[src/rtl/avc_a2b_pkg.sv]
package avc_a2b_pkg;

  typedef enum logic [9:0] {
    PH_HEADER    = 10'b00_0000_0001,
    PH_SPS_HI    = 10'b00_0000_0010,
    PH_SPS_LO    = 10'b00_0000_0100,
    PH_SPS_PAY   = 10'b00_0000_1000,
    PH_PPS_COUNT = 10'b00_0001_0000,
    PH_PPS_HI    = 10'b00_0010_0000,
    PH_PPS_LO    = 10'b00_0100_0000,
    PH_PPS_PAY   = 10'b00_1000_0000,
    PH_DONE      = 10'b01_0000_0000,
    PH_SURPLUS   = 10'b10_0000_0000
  } phase_t;

  typedef enum logic [1:0] {
    STRM_NONE  = 2'd0,
    STRM_BYTE  = 2'd1,
    STRM_START = 2'd2
  } strm_op_t;

  localparam logic [2:0] HdrProfileIdx = 3'd1;
  localparam logic [2:0] HdrLevelIdx   = 3'd3;
  localparam logic [2:0] HdrNalIdx     = 3'd4;
  localparam logic [2:0] HdrLastIdx    = 3'd5;

  localparam logic [2:0] NalSizeReset  = 3'd1;
  localparam logic [2:0] StartCodeLen  = 3'd4;
  localparam logic [1:0] StartCodeLast = 2'd3;
  localparam logic [7:0] StartCodeOne  = 8'h01;

  // one queued command: optional stream part then optional status part
  typedef struct packed {
    strm_op_t   op;
    logic [7:0] data;
    logic       is_pps;
    logic       set_end;
    logic       status;
    logic [7:0] profile;
    logic [7:0] level;
    logic [2:0] nal_size;
    logic       length_error;
  } cmd_t;

  function automatic logic [7:0] start_code_byte(input logic [1:0] idx);
    start_code_byte = (idx == StartCodeLast) ? StartCodeOne : 8'h00;
  endfunction

endpackage

[src/rtl/avc_a2b_if.sv]
interface avc_in_if;
  logic       valid;
  logic       ready;
  logic [7:0] in_byte;
  logic       last_byte;

  modport source (output valid, output in_byte, output last_byte, input ready);
  modport sink   (input valid, input in_byte, input last_byte, output ready);
endinterface

interface avc_out_if;
  logic       valid;
  logic       ready;
  logic       kind;
  logic [7:0] out_byte;
  logic       is_pps;
  logic       set_end;
  logic [7:0] profile;
  logic [7:0] level;
  logic [2:0] nal_length_size;
  logic       length_error;

  modport source (output valid, output kind, output out_byte, output is_pps,
                  output set_end, output profile, output level,
                  output nal_length_size, output length_error, input ready);
  modport sink   (input valid, input kind, input out_byte, input is_pps,
                  input set_end, input profile, input level,
                  input nal_length_size, input length_error, output ready);
endinterface

[src/rtl/avc_config_to_annexb.sv]
// channel   dir  handshake          payload
// in_s      in   valid / ready      in_byte, last_byte
// out_m     out  valid / ready      kind, out_byte, is_pps, set_end, profile,
//                                   level, nal_length_size, length_error
//
// Takes one record byte per cycle while the queue is not full; each byte is
// classified in the cycle it is accepted and, if it yields output, queued as
// one command. The output register delivers one result per cycle while the
// queue is not empty and out_m.ready allows; a start code yields four bytes.
// The QUEUE_DEPTH command queue absorbs start code bursts; in_s.ready drops
// only while it is full.
// Synchronous active-low reset returns the parser to the header and empties
// the queue and output register.
module avc_config_to_annexb #(
  parameter int unsigned QUEUE_DEPTH = 4
) (
  input  logic      clk,
  input  logic      rst_n,
  avc_in_if.sink    in_s,
  avc_out_if.source out_m
);

  avc_a2b_pkg::cmd_t wr_cmd, head;
  logic              push, full, empty, pop;

  avc_a2b_front u_front (
    .clk      (clk),
    .rst_n    (rst_n),
    .in_s     (in_s),
    .cmd      (wr_cmd),
    .cmd_push (push),
    .cmd_full (full)
  );

  avc_a2b_queue #(
    .DEPTH (QUEUE_DEPTH)
  ) u_queue (
    .clk    (clk),
    .rst_n  (rst_n),
    .wr_cmd (wr_cmd),
    .push   (push),
    .full   (full),
    .head   (head),
    .empty  (empty),
    .pop    (pop)
  );

  avc_a2b_back u_back (
    .clk   (clk),
    .rst_n (rst_n),
    .head  (head),
    .empty (empty),
    .pop   (pop),
    .out_m (out_m)
  );

endmodule

[src/rtl/avc_a2b_front.sv]
module avc_a2b_front (
  input  logic                clk,
  input  logic                rst_n,
  avc_in_if.sink              in_s,
  output avc_a2b_pkg::cmd_t   cmd,
  output logic                cmd_push,
  input  logic                cmd_full
);

  avc_a2b_pkg::phase_t phase_r, phase_nxt, finish_phase;
  logic [2:0]  hdr_cnt_r, hdr_cnt_nxt;
  logic [7:0]  sets_left_r, sets_left_nxt, sets_dec;
  logic [15:0] bytes_left_r, bytes_left_nxt, set_len, bytes_dec;
  logic [7:0]  len_hi_r, len_hi_nxt;
  logic [7:0]  profile_r, profile_nxt;
  logic [7:0]  level_r, level_nxt;
  logic [2:0]  nal_size_r, nal_size_nxt;
  logic        pps_ph;
  logic        accept;
  logic [7:0]  b;

  assign in_s.ready = !cmd_full;
  assign accept     = in_s.valid && in_s.ready;
  assign b          = in_s.in_byte;

  assign pps_ph    = (phase_r == avc_a2b_pkg::PH_PPS_LO) ||
                     (phase_r == avc_a2b_pkg::PH_PPS_PAY);
  assign sets_dec  = sets_left_r - 8'd1;
  assign set_len   = {len_hi_r, b};
  assign bytes_dec = bytes_left_r - 16'd1;

  always_comb begin
    if (sets_dec != 8'd0) begin
      finish_phase = pps_ph ? avc_a2b_pkg::PH_PPS_HI : avc_a2b_pkg::PH_SPS_HI;
    end else begin
      finish_phase = pps_ph ? avc_a2b_pkg::PH_DONE : avc_a2b_pkg::PH_PPS_COUNT;
    end
  end

  always_comb begin
    phase_nxt      = phase_r;
    hdr_cnt_nxt    = hdr_cnt_r;
    sets_left_nxt  = sets_left_r;
    bytes_left_nxt = bytes_left_r;
    len_hi_nxt     = len_hi_r;
    profile_nxt    = profile_r;
    level_nxt      = level_r;
    nal_size_nxt   = nal_size_r;
    cmd            = '0;
    cmd.op         = avc_a2b_pkg::STRM_NONE;
    cmd.is_pps     = pps_ph;

    unique case (phase_r)
      avc_a2b_pkg::PH_HEADER: begin
        if (hdr_cnt_r == avc_a2b_pkg::HdrProfileIdx) profile_nxt = b;
        if (hdr_cnt_r == avc_a2b_pkg::HdrLevelIdx)   level_nxt   = b;
        if (hdr_cnt_r == avc_a2b_pkg::HdrNalIdx) begin
          nal_size_nxt = {1'b0, b[1:0]} + 3'd1;
        end
        if (hdr_cnt_r >= avc_a2b_pkg::HdrLastIdx) begin
          hdr_cnt_nxt   = 3'd0;
          sets_left_nxt = {3'b000, b[4:0]};
          phase_nxt     = (b[4:0] != 5'd0) ? avc_a2b_pkg::PH_SPS_HI
                                           : avc_a2b_pkg::PH_PPS_COUNT;
        end else begin
          hdr_cnt_nxt = hdr_cnt_r + 3'd1;
        end
      end
      avc_a2b_pkg::PH_SPS_HI: begin
        len_hi_nxt = b;
        phase_nxt  = avc_a2b_pkg::PH_SPS_LO;
      end
      avc_a2b_pkg::PH_PPS_HI: begin
        len_hi_nxt = b;
        phase_nxt  = avc_a2b_pkg::PH_PPS_LO;
      end
      avc_a2b_pkg::PH_SPS_LO, avc_a2b_pkg::PH_PPS_LO: begin
        bytes_left_nxt = set_len;
        cmd.op         = avc_a2b_pkg::STRM_START;
        cmd.set_end    = (set_len == 16'd0);
        if (set_len == 16'd0) begin
          sets_left_nxt = sets_dec;
          phase_nxt     = finish_phase;
        end else begin
          phase_nxt = pps_ph ? avc_a2b_pkg::PH_PPS_PAY : avc_a2b_pkg::PH_SPS_PAY;
        end
      end
      avc_a2b_pkg::PH_SPS_PAY, avc_a2b_pkg::PH_PPS_PAY: begin
        bytes_left_nxt = bytes_dec;
        cmd.op         = avc_a2b_pkg::STRM_BYTE;
        cmd.data       = b;
        cmd.set_end    = (bytes_dec == 16'd0);
        if (bytes_dec == 16'd0) begin
          sets_left_nxt = sets_dec;
          phase_nxt     = finish_phase;
        end
      end
      avc_a2b_pkg::PH_PPS_COUNT: begin
        sets_left_nxt = b;
        phase_nxt     = (b != 8'd0) ? avc_a2b_pkg::PH_PPS_HI : avc_a2b_pkg::PH_DONE;
      end
      default: begin
        phase_nxt = avc_a2b_pkg::PH_SURPLUS;
      end
    endcase

    cmd.status       = in_s.last_byte;
    cmd.profile      = profile_nxt;
    cmd.level        = level_nxt;
    cmd.nal_size     = nal_size_nxt;
    cmd.length_error = (phase_nxt != avc_a2b_pkg::PH_DONE);

    // record end: back to the reset state for the next record
    if (in_s.last_byte) begin
      phase_nxt      = avc_a2b_pkg::PH_HEADER;
      hdr_cnt_nxt    = 3'd0;
      sets_left_nxt  = 8'd0;
      bytes_left_nxt = 16'd0;
      len_hi_nxt     = 8'd0;
      profile_nxt    = 8'd0;
      level_nxt      = 8'd0;
      nal_size_nxt   = avc_a2b_pkg::NalSizeReset;
    end
  end

  assign cmd_push = accept && ((cmd.op != avc_a2b_pkg::STRM_NONE) || cmd.status);

  always_ff @(posedge clk) begin
    if (!rst_n) begin
      phase_r      <= avc_a2b_pkg::PH_HEADER;
      hdr_cnt_r    <= 3'd0;
      sets_left_r  <= 8'd0;
      bytes_left_r <= 16'd0;
      len_hi_r     <= 8'd0;
      profile_r    <= 8'd0;
      level_r      <= 8'd0;
      nal_size_r   <= avc_a2b_pkg::NalSizeReset;
    end else if (accept) begin
      phase_r      <= phase_nxt;
      hdr_cnt_r    <= hdr_cnt_nxt;
      sets_left_r  <= sets_left_nxt;
      bytes_left_r <= bytes_left_nxt;
      len_hi_r     <= len_hi_nxt;
      profile_r    <= profile_nxt;
      level_r      <= level_nxt;
      nal_size_r   <= nal_size_nxt;
    end
  end

endmodule

[src/rtl/avc_a2b_queue.sv]
module avc_a2b_queue #(
  parameter int unsigned DEPTH = 4
) (
  input  logic              clk,
  input  logic              rst_n,
  input  avc_a2b_pkg::cmd_t wr_cmd,
  input  logic              push,
  output logic              full,
  output avc_a2b_pkg::cmd_t head,
  output logic              empty,
  input  logic              pop
);

  localparam int unsigned PtrW = (DEPTH > 1) ? $clog2(DEPTH) : 1;
  localparam int unsigned CntW = $clog2(DEPTH + 1);
  localparam logic [PtrW-1:0] PtrLast = PtrW'(DEPTH - 1);
  localparam logic [CntW-1:0] CntFull = CntW'(DEPTH);

  avc_a2b_pkg::cmd_t slot_r [DEPTH];
  logic [PtrW-1:0]   wr_ptr_r, wr_ptr_nxt, rd_ptr_r, rd_ptr_nxt;
  logic [CntW-1:0]   count_r, count_nxt;
  logic              do_push, do_pop;

  assign full    = (count_r == CntFull);
  assign empty   = (count_r == '0);
  assign head    = slot_r[rd_ptr_r];
  assign do_push = push && !full;
  assign do_pop  = pop && !empty;

  assign wr_ptr_nxt = (wr_ptr_r == PtrLast) ? '0 : wr_ptr_r + PtrW'(1);
  assign rd_ptr_nxt = (rd_ptr_r == PtrLast) ? '0 : rd_ptr_r + PtrW'(1);

  always_comb begin
    count_nxt = count_r;
    if (do_push && !do_pop) count_nxt = count_r + CntW'(1);
    if (do_pop && !do_push) count_nxt = count_r - CntW'(1);
  end

  always_ff @(posedge clk) begin
    if (!rst_n) begin
      wr_ptr_r <= '0;
      rd_ptr_r <= '0;
      count_r  <= '0;
    end else begin
      if (do_push) wr_ptr_r <= wr_ptr_nxt;
      if (do_pop)  rd_ptr_r <= rd_ptr_nxt;
      count_r <= count_nxt;
    end
  end

  always_ff @(posedge clk) begin
    if (do_push) slot_r[wr_ptr_r] <= wr_cmd;
  end

`ifndef SYNTHESIS
  a_count_bound: assert property (@(posedge clk) disable iff (!rst_n)
    count_r <= CntFull) else $error("queue count beyond depth");

  a_no_lost_push: assert property (@(posedge clk) disable iff (!rst_n)
    push |-> !full) else $error("command pushed into full queue");
`endif

endmodule

[src/rtl/avc_a2b_back.sv]
module avc_a2b_back (
  input  logic              clk,
  input  logic              rst_n,
  input  avc_a2b_pkg::cmd_t head,
  input  logic              empty,
  output logic              pop,
  avc_out_if.source         out_m
);

  logic [2:0] step_r;
  logic [2:0] strm_cnt, total;
  logic       adv, emit, is_last, is_strm;

  logic       out_valid_r;
  logic       kind_r;
  logic [7:0] byte_r;
  logic       is_pps_r;
  logic       set_end_r;
  logic [7:0] profile_r;
  logic [7:0] level_r;
  logic [2:0] nal_size_r;
  logic       len_err_r;

  always_comb begin
    unique case (head.op)
      avc_a2b_pkg::STRM_START: strm_cnt = avc_a2b_pkg::StartCodeLen;
      avc_a2b_pkg::STRM_BYTE:  strm_cnt = 3'd1;
      default:                 strm_cnt = 3'd0;
    endcase
  end

  assign total   = strm_cnt + {2'b00, head.status};
  assign is_last = (step_r == total - 3'd1);
  assign is_strm = (step_r < strm_cnt);
  assign adv     = !out_valid_r || out_m.ready;
  assign emit    = adv && !empty;
  assign pop     = emit && is_last;

  always_ff @(posedge clk) begin
    if (!rst_n) begin
      step_r      <= 3'd0;
      out_valid_r <= 1'b0;
    end else begin
      if (adv) out_valid_r <= !empty;
      if (emit) step_r <= is_last ? 3'd0 : step_r + 3'd1;
    end
  end

  always_ff @(posedge clk) begin
    if (emit) begin
      if (is_strm) begin
        kind_r     <= 1'b0;
        byte_r     <= (head.op == avc_a2b_pkg::STRM_START) ?
                      avc_a2b_pkg::start_code_byte(step_r[1:0]) : head.data;
        is_pps_r   <= head.is_pps;
        set_end_r  <= (head.op == avc_a2b_pkg::STRM_START) ?
                      (head.set_end && step_r[1:0] == avc_a2b_pkg::StartCodeLast) :
                      head.set_end;
        profile_r  <= 8'd0;
        level_r    <= 8'd0;
        nal_size_r <= 3'd0;
        len_err_r  <= 1'b0;
      end else begin
        kind_r     <= 1'b1;
        byte_r     <= 8'd0;
        is_pps_r   <= 1'b0;
        set_end_r  <= 1'b0;
        profile_r  <= head.profile;
        level_r    <= head.level;
        nal_size_r <= head.nal_size;
        len_err_r  <= head.length_error;
      end
    end
  end

  assign out_m.valid           = out_valid_r;
  assign out_m.kind            = kind_r;
  assign out_m.out_byte        = byte_r;
  assign out_m.is_pps          = is_pps_r;
  assign out_m.set_end         = set_end_r;
  assign out_m.profile         = profile_r;
  assign out_m.level           = level_r;
  assign out_m.nal_length_size = nal_size_r;
  assign out_m.length_error    = len_err_r;

`ifndef SYNTHESIS
  a_step_in_range: assert property (@(posedge clk) disable iff (!rst_n)
    !empty |-> step_r < total) else $error("step beyond command length");

  a_status_closes: assert property (@(posedge clk) disable iff (!rst_n)
    (emit && !is_strm) |-> is_last) else $error("status not last of command");
`endif

endmodule
[src/flat_wrapper.sv]
// flat-port wrapper written by rule: the top's interface ports become plain ports
module avc_config_to_annexb_flat 
#(
  parameter int unsigned QUEUE_DEPTH = 4
)
  (clk, rst_n, in_s_valid, in_s_in_byte, in_s_last_byte, in_s_ready, out_m_valid, out_m_kind, out_m_out_byte, out_m_is_pps, out_m_set_end, out_m_profile, out_m_level, out_m_nal_length_size, out_m_length_error, out_m_ready);
  avc_in_if in_s_i ();
  avc_out_if out_m_i ();
  input  logic clk;
  input  logic rst_n;
  input wire logic [$bits(in_s_i.valid)-1:0] in_s_valid;
  input wire logic [$bits(in_s_i.in_byte)-1:0] in_s_in_byte;
  input wire logic [$bits(in_s_i.last_byte)-1:0] in_s_last_byte;
  output wire logic [$bits(in_s_i.ready)-1:0] in_s_ready;
  output wire logic [$bits(out_m_i.valid)-1:0] out_m_valid;
  output wire logic [$bits(out_m_i.kind)-1:0] out_m_kind;
  output wire logic [$bits(out_m_i.out_byte)-1:0] out_m_out_byte;
  output wire logic [$bits(out_m_i.is_pps)-1:0] out_m_is_pps;
  output wire logic [$bits(out_m_i.set_end)-1:0] out_m_set_end;
  output wire logic [$bits(out_m_i.profile)-1:0] out_m_profile;
  output wire logic [$bits(out_m_i.level)-1:0] out_m_level;
  output wire logic [$bits(out_m_i.nal_length_size)-1:0] out_m_nal_length_size;
  output wire logic [$bits(out_m_i.length_error)-1:0] out_m_length_error;
  input wire logic [$bits(out_m_i.ready)-1:0] out_m_ready;
  assign in_s_i.valid = in_s_valid;
  assign in_s_i.in_byte = in_s_in_byte;
  assign in_s_i.last_byte = in_s_last_byte;
  assign in_s_ready = in_s_i.ready;
  assign out_m_valid = out_m_i.valid;
  assign out_m_kind = out_m_i.kind;
  assign out_m_out_byte = out_m_i.out_byte;
  assign out_m_is_pps = out_m_i.is_pps;
  assign out_m_set_end = out_m_i.set_end;
  assign out_m_profile = out_m_i.profile;
  assign out_m_level = out_m_i.level;
  assign out_m_nal_length_size = out_m_i.nal_length_size;
  assign out_m_length_error = out_m_i.length_error;
  assign out_m_i.ready = out_m_ready;
  avc_config_to_annexb #(.QUEUE_DEPTH(QUEUE_DEPTH)) u_core (.clk(clk), .rst_n(rst_n), .in_s(in_s_i), .out_m(out_m_i));
endmodule
[config.mk]
export PLATFORM = sky130hd
export DESIGN_NAME = avc_config_to_annexb_flat
export DESIGN_NICKNAME = d
export VERILOG_FILES = /design/src/rtl/avc_a2b_pkg.sv /design/src/rtl/avc_a2b_if.sv /design/src/rtl/avc_config_to_annexb.sv /design/src/rtl/avc_a2b_front.sv /design/src/rtl/avc_a2b_queue.sv /design/src/rtl/avc_a2b_back.sv /design/src/flat_wrapper.sv
export SDC_FILE = /design/constraint.sdc
export NUM_CORES = 1
export LEC_CHECK = 0
export BUFFER_PORTS_ARGS = -buffer_cell sky130_fd_sc_hd__buf_2
export CAP_MARGIN = 20
export CELL_PAD_IN_SITES_DETAIL_PLACEMENT = 1
export CELL_PAD_IN_SITES_GLOBAL_PLACEMENT = 2
export CORE_MARGIN = 2
export CORE_UTILIZATION = 35
export CTS_BUF_LIST = sky130_fd_sc_hd__clkbuf_16
export DETAILED_ROUTE_END_ITERATION = 8
export PLACE_DENSITY = 0.67
export SLEW_MARGIN = 25
export SYNTH_ARGS = -nofsm -noshare
export SYNTH_HDL_FRONTEND = slang
export SYNTH_SLANG_ARGS = --single-unit
[constraint.sdc]
create_clock -name clk -period 4.5 [get_ports clk]
set_clock_uncertainty 0.1 [all_clocks]
set_input_delay 0.45 -clock clk [delete_from_list [all_inputs] [get_ports clk]]
set_output_delay 0.45 -clock clk [all_outputs]
set_load 0.05 [all_outputs]
==> results of run 1 <==
## state kept, by name (all words and copies together), names as in the netlist, named ones only
signal / count
u_core.u_front.bytes_left_r: 16
u_core.u_front.level_r: 8
u_core.u_back.step_r: 3
u_core.u_front.phase_r: 10
u_core.u_back.out_m.valid: 1
u_core.u_back.out_m.nal_length_size: 3
u_core.u_front.hdr_cnt_r: 3
u_core.u_back.out_m.level: 8
u_core.u_queue.count_r: 3
u_core.u_front.len_hi_r: 8
u_core.u_queue.slot_r: 132
u_core.u_front.sets_left_r: 8
u_core.u_front.profile_r: 8
u_core.u_back.out_m.kind: 1
u_core.u_back.out_m.profile: 8
u_core.u_front.nal_size_r: 3
u_core.u_queue.rd_ptr_r: 2
u_core.u_back.out_m.set_end: 1
u_core.u_back.out_m.is_pps: 1
u_core.u_back.out_m.length_error: 1
u_core.u_back.out_m.out_byte: 8
u_core.u_queue.wr_ptr_r: 2
## layout make-up
class | count | area, sq um
fill | 3107 | 17700
sequential | 240 | 6440
multi-input combinational | 522 | 3870
clock buffer | 27 | 676
tap | 390 | 488
timing repair buffer | 62 | 353
clock inverter | 23 | 134
inverter | 28 | 106
## worst paths after layout
path                                                   from                          end  slack (ns)
worst min-delay path                            out_m_ready    u_core.u_back.out_m.valid        0.13
worst max-delay path                                   flop    u_core.u_queue.count_r[2]        0.63
worst max register to register                         flop    u_core.u_queue.count_r[2]        0.63
worst min register to register  u_core.u_front.hdr_cnt_r[2]  u_core.u_front.hdr_cnt_r[2]        0.39
## through the flow
stage	utilization	cells	area, sq um
2_1_floorplan	-	837	10600
3_3_place_gp	0.379	1242	11300
3_5_place_dp	0.379	1242	11300
4_1_cts	0.406	1292	12100
5_1_grt	0.406	1292	12100
6_report	0.406	1292	12100
## layer usage
layer,global-route usage,vias up
li1,-,3232
met1,0.247,3471
met2,0.298,103
met3,0.0199,34
met4,0.0406,0
met5,0,-
## report_power, final
group	total, mW	leakage (nW)	internal, mW	switching [mW]
combinational	1.07	1.63	0.296	0.772
clock	2.02	0.433	1.14	0.880
sequential	2.61	2.12	2.55	0.0582
## worst register-to-register path, cell delays in order (launching register included)
cell	delay, ns
dfxtp_1	0.61
mux4_2	0.39
nand2b_1	0.38
xnor2_1	0.24
or3_1	0.32
a21oi_1	0.37
ha_1	0.26
inv_1	0.07
fa_1	0.43
xor2_1	0.16
or3_1	0.31
a21oi_1	0.13
## cell usage in the layout, fill, tap and decap left out, types with 23 or more instances in the layout
cell type  instances
dfxtp_1           76
mux4_2            33
o21ai_0           27
clkbuf_16         27
nor2_1            96
nor2b_1           23
inv_1             34
a21oi_1           43
edfxtp_1         163
nand2_1           42
a22oi_1           31
buf_2             45
## kinds of logic after synthesis
kind of cell / after synthesis / share of synthesized area
compound gates: 145 / 0.0899
xor+xnor: 19 / 0.0157
fa+ha+maj: 20 / 0.0243
buf+inv: 75 / 0.0282
flops: 240 / 0.608
mux: 58 / 0.0961
simple gates: 280 / 0.138
==> results.txt, run 1 <==
The post-synthesis sequential element count came out at 240. STA puts the critical path data arrival time at 4.22 ns. The post-synthesis cell type count came out at 66.

The kind of cell with the highest combined delay along the critical path is simple AND/OR/NAND/NOR gates. Based on the critical path, the design can be clocked at up to roughly 0.26 GHz. The initial antenna violation count came out at 1. Of the post-synthesis cell area, the dominant cell type holds 0.462.

The count of hold-fix buffers inserted at cts came out at 0. The wire length reported by the detailed router came out at between 20000 and 30000 um. The worst-case hold slack is between 0.1 and 0.15 ns. The total of max-cap violations is 0. The critical path in this run is classified as flop to flop. The number of search-and-repair iterations in the first detailed-routing pass is 4. Of all flip-flops after synthesis, the portion carrying an async set or reset was 0. The number of antenna cells inserted came out at 0.

The most common cell in the synthesized netlist is edfxtp_1. The hold violation count in the final report is 0. The path length in cells of the critical path came out at 11. For this run, design rule violations remaining after detail routing come to 0. The I/O pin count came out at between 40 and 50.

The synthesized instance count is between 800 and 900. Traced cell by cell, the critical path runs through mux4_2 -> nand2b_1 -> xnor2_1 -> or3_1 -> a21oi_1 -> ha_1 -> inv_1 -> fa_1 -> xor2_1 -> or3_1 -> a21oi_1. The number of nets in the finished design came out at 914. The number of instances on the worst hold path is 4. The maximum vdd drop came out at 260 uV. The post-layout minimum cycle time came out at 3.87 ns. The DRC marker count from the first detailed-route iteration is around 330. The average vias per placed instance came out at 5.29.

The worst pin sits at a relative slew slack of 0.390. For this configuration, the core starts out at a cell density of 0.356. The worst setup path is captured at a flop. The synthesized design spends more area on one cell type than any other, namely edfxtp_1. The number of buffers added by the clock tree synthesis step is 27.

Ranked by total cell area, the synthesized netlist is headed by edfxtp_1 (46%), dfxtp_1 (15%), mux4_2 (7.0%). The power per unit of standard cell area came out at about 470 nW/um^2. For the worst-skew pair, the clock arrives at the later sink with an insertion delay of roughly 0.55 ns. The completed layout was analyzed and its total power is 5.70 mW. Entering global routing, the biggest net connects 49 pins. The die is 178 um tall. The worst setup margin came out at 0.634 ns. The master cell of the clock root buffer is clkbuf_16. The path class of the tightest hold or removal check is input pin to flop. The sum of net half-perimeters after detailed placement came out at 17400 um. The number of levels the H-tree was split into is 1. The synthesized area divided by synthesized cell count came out at 12.7 sq um. The number of nets in the synthesized netlist is 870. The number of nets with antenna violations after routing came out at 0. The final setup violation count came out at 0. The via count of the first global-routing pass came out at between 7000 and 8000. The required time reported for the critical path endpoint came out at between 4 and 5 ns. Summed over all cells, the static leakage comes to approximately 4.2 nW.

For this run, the leading register cell type out of synthesis is edfxtp_1. The clock sink count came out at 240. The cell area after synthesis is between 10000 and 15000 sq um.

Compared with the post-synthesis result, the final layout area differs by 13.9%. The routed length on met1 came out at 12800 um. The standard-cell row count is 63. The buffer count from post-CTS setup fixing is 0.

The count of flip-flops with a built-in enable after synthesis came out at between 150 and 200. The uppermost layer routed is met4. After detailed routing, the met2 layer carries ~13000 um of wire. The post-placement setup slack is 0.582 ns.

The post-CTS resize count came out at 0. The region available for standard cell placement spans 29700 sq um. After synthesis, the most frequently instantiated cells are edfxtp_1 (163), nor2_1 (96), dfxtp_1 (77). The met3 wire length is about 810 um.

The worst-path maximum fanout came out at 11. Of the synthesized area, sequential elements account for 0.608. Port buffering added 45 buffers.

The first global-routing pass estimated 42900 um of wire. The overall fraction of global-route tracks in use is 0.178. Across all layers, the routed design uses 6840 vias. The final period utilization is 0.859. The number of pins with negative max-slew slack in the final report is 0.

The buffering stage count on the worst path with inverters included came out at 1. The die area is between 30000 and 40000 sq um. The total of warnings raised by yosys is 0. The highest-delay cell along the critical path is dfxtp_1. Setup repair after global routing left no endpoint under its margin. The critical path's largest stage delay is around 0.61 ns. The congestion estimate from routability-driven global placement came to slightly below 0.8. The ratio of cells with drive above 1 in the final layout is 0.186. STA classifies the critical path startpoint as a flop. The clock transition at the registers of the reported paths is 0.06 ns. The leftover overflow at the end of global routing is 0.

The run finished with clean final reports. The measured slew at the worst slew-check pin came out at 0.915 ns. The aggregate negative setup slack is 0 ns.

The count of cells along the worst register-to-register path is 11. In the final routed layout, each cell accounts on average for ~21 um. TritonCTS built the clock tree. In this run the horizontal extent of the chip is 178 um. The maximum clock path buffer count is 3.
Note: power is estimated with default switching activity, not from simulation.
==> run 2: changes to the inputs <==
--- a/config.mk
+++ b/config.mk
@@ -13,7 +13,7 @@
 export CORE_UTILIZATION = 35
 export CTS_BUF_LIST = sky130_fd_sc_hd__clkbuf_16
 export DETAILED_ROUTE_END_ITERATION = 8
-export PLACE_DENSITY = 0.67
+export PLACE_DENSITY = 0.7
 export SLEW_MARGIN = 25
 export SYNTH_ARGS = -nofsm -noshare
 export SYNTH_HDL_FRONTEND = slang
==> constraint.sdc (replaced) <==
create_clock -name clk -period 3.38 [get_ports clk]
set_clock_uncertainty 0.1 [all_clocks]
set_input_delay 0.338 -clock clk [delete_from_list [all_inputs] [get_ports clk]]
set_output_delay 0.338 -clock clk [all_outputs]
set_load 0.05 [all_outputs]
==> results.txt, run 2 (synthesized netlist as in run 1, its figures left out) <==
The maximum number of pins on one net before global-route repair is 45 (-8.2%). The leakage power came to 4.37 nW (+4.7%). The post-placement setup slack is 0.0520 ns (-0.530 ns). The die width came out at 178 um (unchanged). The classification of the worst-slack hold path is input pin to flop. The number of search-and-repair iterations in the first detailed-routing pass came out at 5 (+1).

The combinational cell fraction of total power came out at 0.187 (about the same). The hold violation count in the final report is 0 (unchanged). The clock latency at the later pin of the worst-skew pair is 0.55 ns (about the same).

The count of fill cells added during filler insertion is 3110 (+0.097%). The worst setup margin is 0.0863 ns (-0.547 ns). The clock transition at the registers of the reported paths is 0.06 ns (about the same). The master cell of the clock root buffer is clkbuf_16.

The via count of the first global-routing pass is 7219 (+1.2%). The required time reported for the critical path endpoint came to 3.74 ns (-1.11 ns). The final period utilization is 0.974 (+0.115). The net switching power of the design is 2.34 mW (+37%). The internal power of the cells is 5.51 mW (+38%). The power per unit of standard cell area came out at 631 nW/um^2 (+34%). The post-layout minimum cycle time came out at 3.29 ns (-0.573 ns). u_core.u_queue.slot_r holds more flip-flops than any other register. The number of levels the H-tree was split into is 1 (unchanged).

The proportion of total power due to net switching is 0.298 (-0.00161). The sequential power share is 0.442 (-0.016). The I/O pin count came out at 46 (unchanged). The data arrival time of the worst path came out at 3.66 ns (-0.56 ns). The clock sink count was 240 (unchanged). The worst-path maximum fanout came out at 5 (-6).

The first-pass GRT wire length is 43700 um (+1.7%). The wire length reported by the detailed router is 28100 um (+3.3%). The floorplan die height is 178 um (unchanged). The initial antenna violation count came out at 0 (-1). The total of max-cap violations was 0 (unchanged). The overall fraction of global-route tracks in use came to 0.183 (+0.00529). The die area is 31700 sq um (unchanged). The final setup violation count came out at 0 (unchanged).

The total instance count after detailed placement is 1267 (+2.0%). The sum of net half-perimeters after detailed placement is 18100 um (+4.3%). The area added between synthesis and finish came out at 17.4%. The number of antenna cells inserted is 0 (unchanged). The overall power came out at 7.85 mW (+38%).

The achievable clock frequency is 0.304 GHz (+17%). The number of flip-flops in the largest register is 132 (unchanged). In this run the most critical hold path is launched from rst_n.

The starting utilization of the core area was 0.356 (unchanged). The largest registers in the layout are u_core.u_queue.slot_r x132, u_core.u_front.bytes_left_r x16, u_core.u_front.phase_r x10. The measured slew at the worst slew-check pin came out at 0.928 ns (+0.0136 ns). The maximum vdd drop came out at 359 uV (+38%).

The number of nets in the finished design is 944 (+3.3%). The DRC marker count from the first detailed-route iteration is 396 (+20%). TritonCTS built the clock tree. The standard-cell row count is 63 (unchanged). The placeable core region is 29700 sq um (unchanged). The critical path in this run is classified as flop to flop. The number of buffers inserted by port buffering came out at 45 (unchanged). The run finished with clean final reports. The placer's final routability congestion estimate came out at 0.783 (-1.1%). The total number of vias came out at 7001 (+2.4%). STA classifies the critical path startpoint as a flop. The number of standard cells in the final layout excluding fillers is 1321 (+2.2%).

The maximum clock path buffer count came to 3 (unchanged). The remaining max-slew budget at the tightest pin came out at 0.380 (-0.00927). The ratio of cells with drive above 1 in the final layout came out at 0.222 (+0.0361). The library cell used most frequently in the layout, excluding fill and tap cells, is edfxtp_1.

In the layout the commonest cells are edfxtp_1 (163), nor2_1 (96), dfxtp_1 (76). The number of buffers added by the clock tree synthesis step is 27 (unchanged). The average routed wire per standard cell was 21.3 um (+1.0%). The number of pins with negative max-slew slack in the final report came out at 0 (unchanged).

The average vias per placed instance came out at 5.30 (+0.11%). The post-route DRC violation count came out at 0 (unchanged). The number of nets with antenna violations after routing is 0 (unchanged). The relative contribution of the clock network to total power is 0.371 (+0.016). The leftover overflow at the end of global routing is 0 (unchanged).

The sort of element at the end of the critical path is a flop.
run 2: metal layers:
metal	track usage	vias up	part of all wire
li1	-	3293	-
met5	0	-	0
met3	0.0285	32	0.039
met2	0.317	109	0.49
met1	0.241	3567	0.45
met4	0.0396	0	0.016
run 2: metrics by stage:
stage / area, sq um / utilization / setup TNS (ns) / hold slack, ns
floorplan: 10600 / - / 0 / 0.337
global placement: 11500 / 0.387 / 0 / 0.366
detailed placement: 11500 / 0.387 / 0 / 0.375
CTS: 12400 / 0.417 / 0 / 0.0105
global route: 12400 / 0.418 / -0.00221 / 0.0325
finish: 12400 / 0.418 / 0 / 0.0201
run 2: area by class of cell:
class,count,area [sq um],share of cell area
sequential,240,6440,0.518
timing repair buffer,92,631,0.0507
tap,390,488,0.0393
clock inverter,22,203,0.0163
clock buffer,27,676,0.0543
multi-input combinational,522,3890,0.313
inverter,28,105,0.00845
run 2: path summary, 6_finish.rpt:
| kind | end | slack (ns) | depth (start not counted) |
|---|---|---|---|
| worst max-delay path | u_core.u_queue.count_r[2] | 0.09 | 11 |
| worst min-delay path | u_core.u_front.phase_r[0] | 0.02 | 2 |
| worst max register to register | u_core.u_queue.count_r[2] | 0.09 | 11 |
| worst min register to register | u_core.u_front.hdr_cnt_r[2] | 0.39 | 2 |
run 2: what timing repair did:
action | 4_1_cts | 5_1_grt
setup buffers | 0 | 4
setup endpoints to repair | 0 | 1
resized for setup | 0 | 5
hold buffers | 1 | 0
endpoints found under the hold margin | 1 | 0
run 2: worst max-delay path, cell delays in order, from the launching register on:
cell	delay [ns]
dfxtp_4	0.38
mux4_2	0.51
nand2b_4	0.16
ha_1	0.20
or3_1	0.36
a21oi_2	0.18
ha_2	0.20
inv_1	0.06
fa_2	0.38
xor2_1	0.15
or3_1	0.38
a21oi_2	0.16
run 2: power by group through the flow:
stage / registers, mW / logic [mW] / clock network, mW
after global placement: 3.52 / 1.46 / 0
final: 3.47 / 1.47 / 2.91
after global routing: 3.49 / 1.60 / 3.10
after CTS: 3.47 / 1.49 / 2.99
after detailed placement: 3.53 / 1.48 / 0
after floorplan: 4.01 / 0.576 / 0
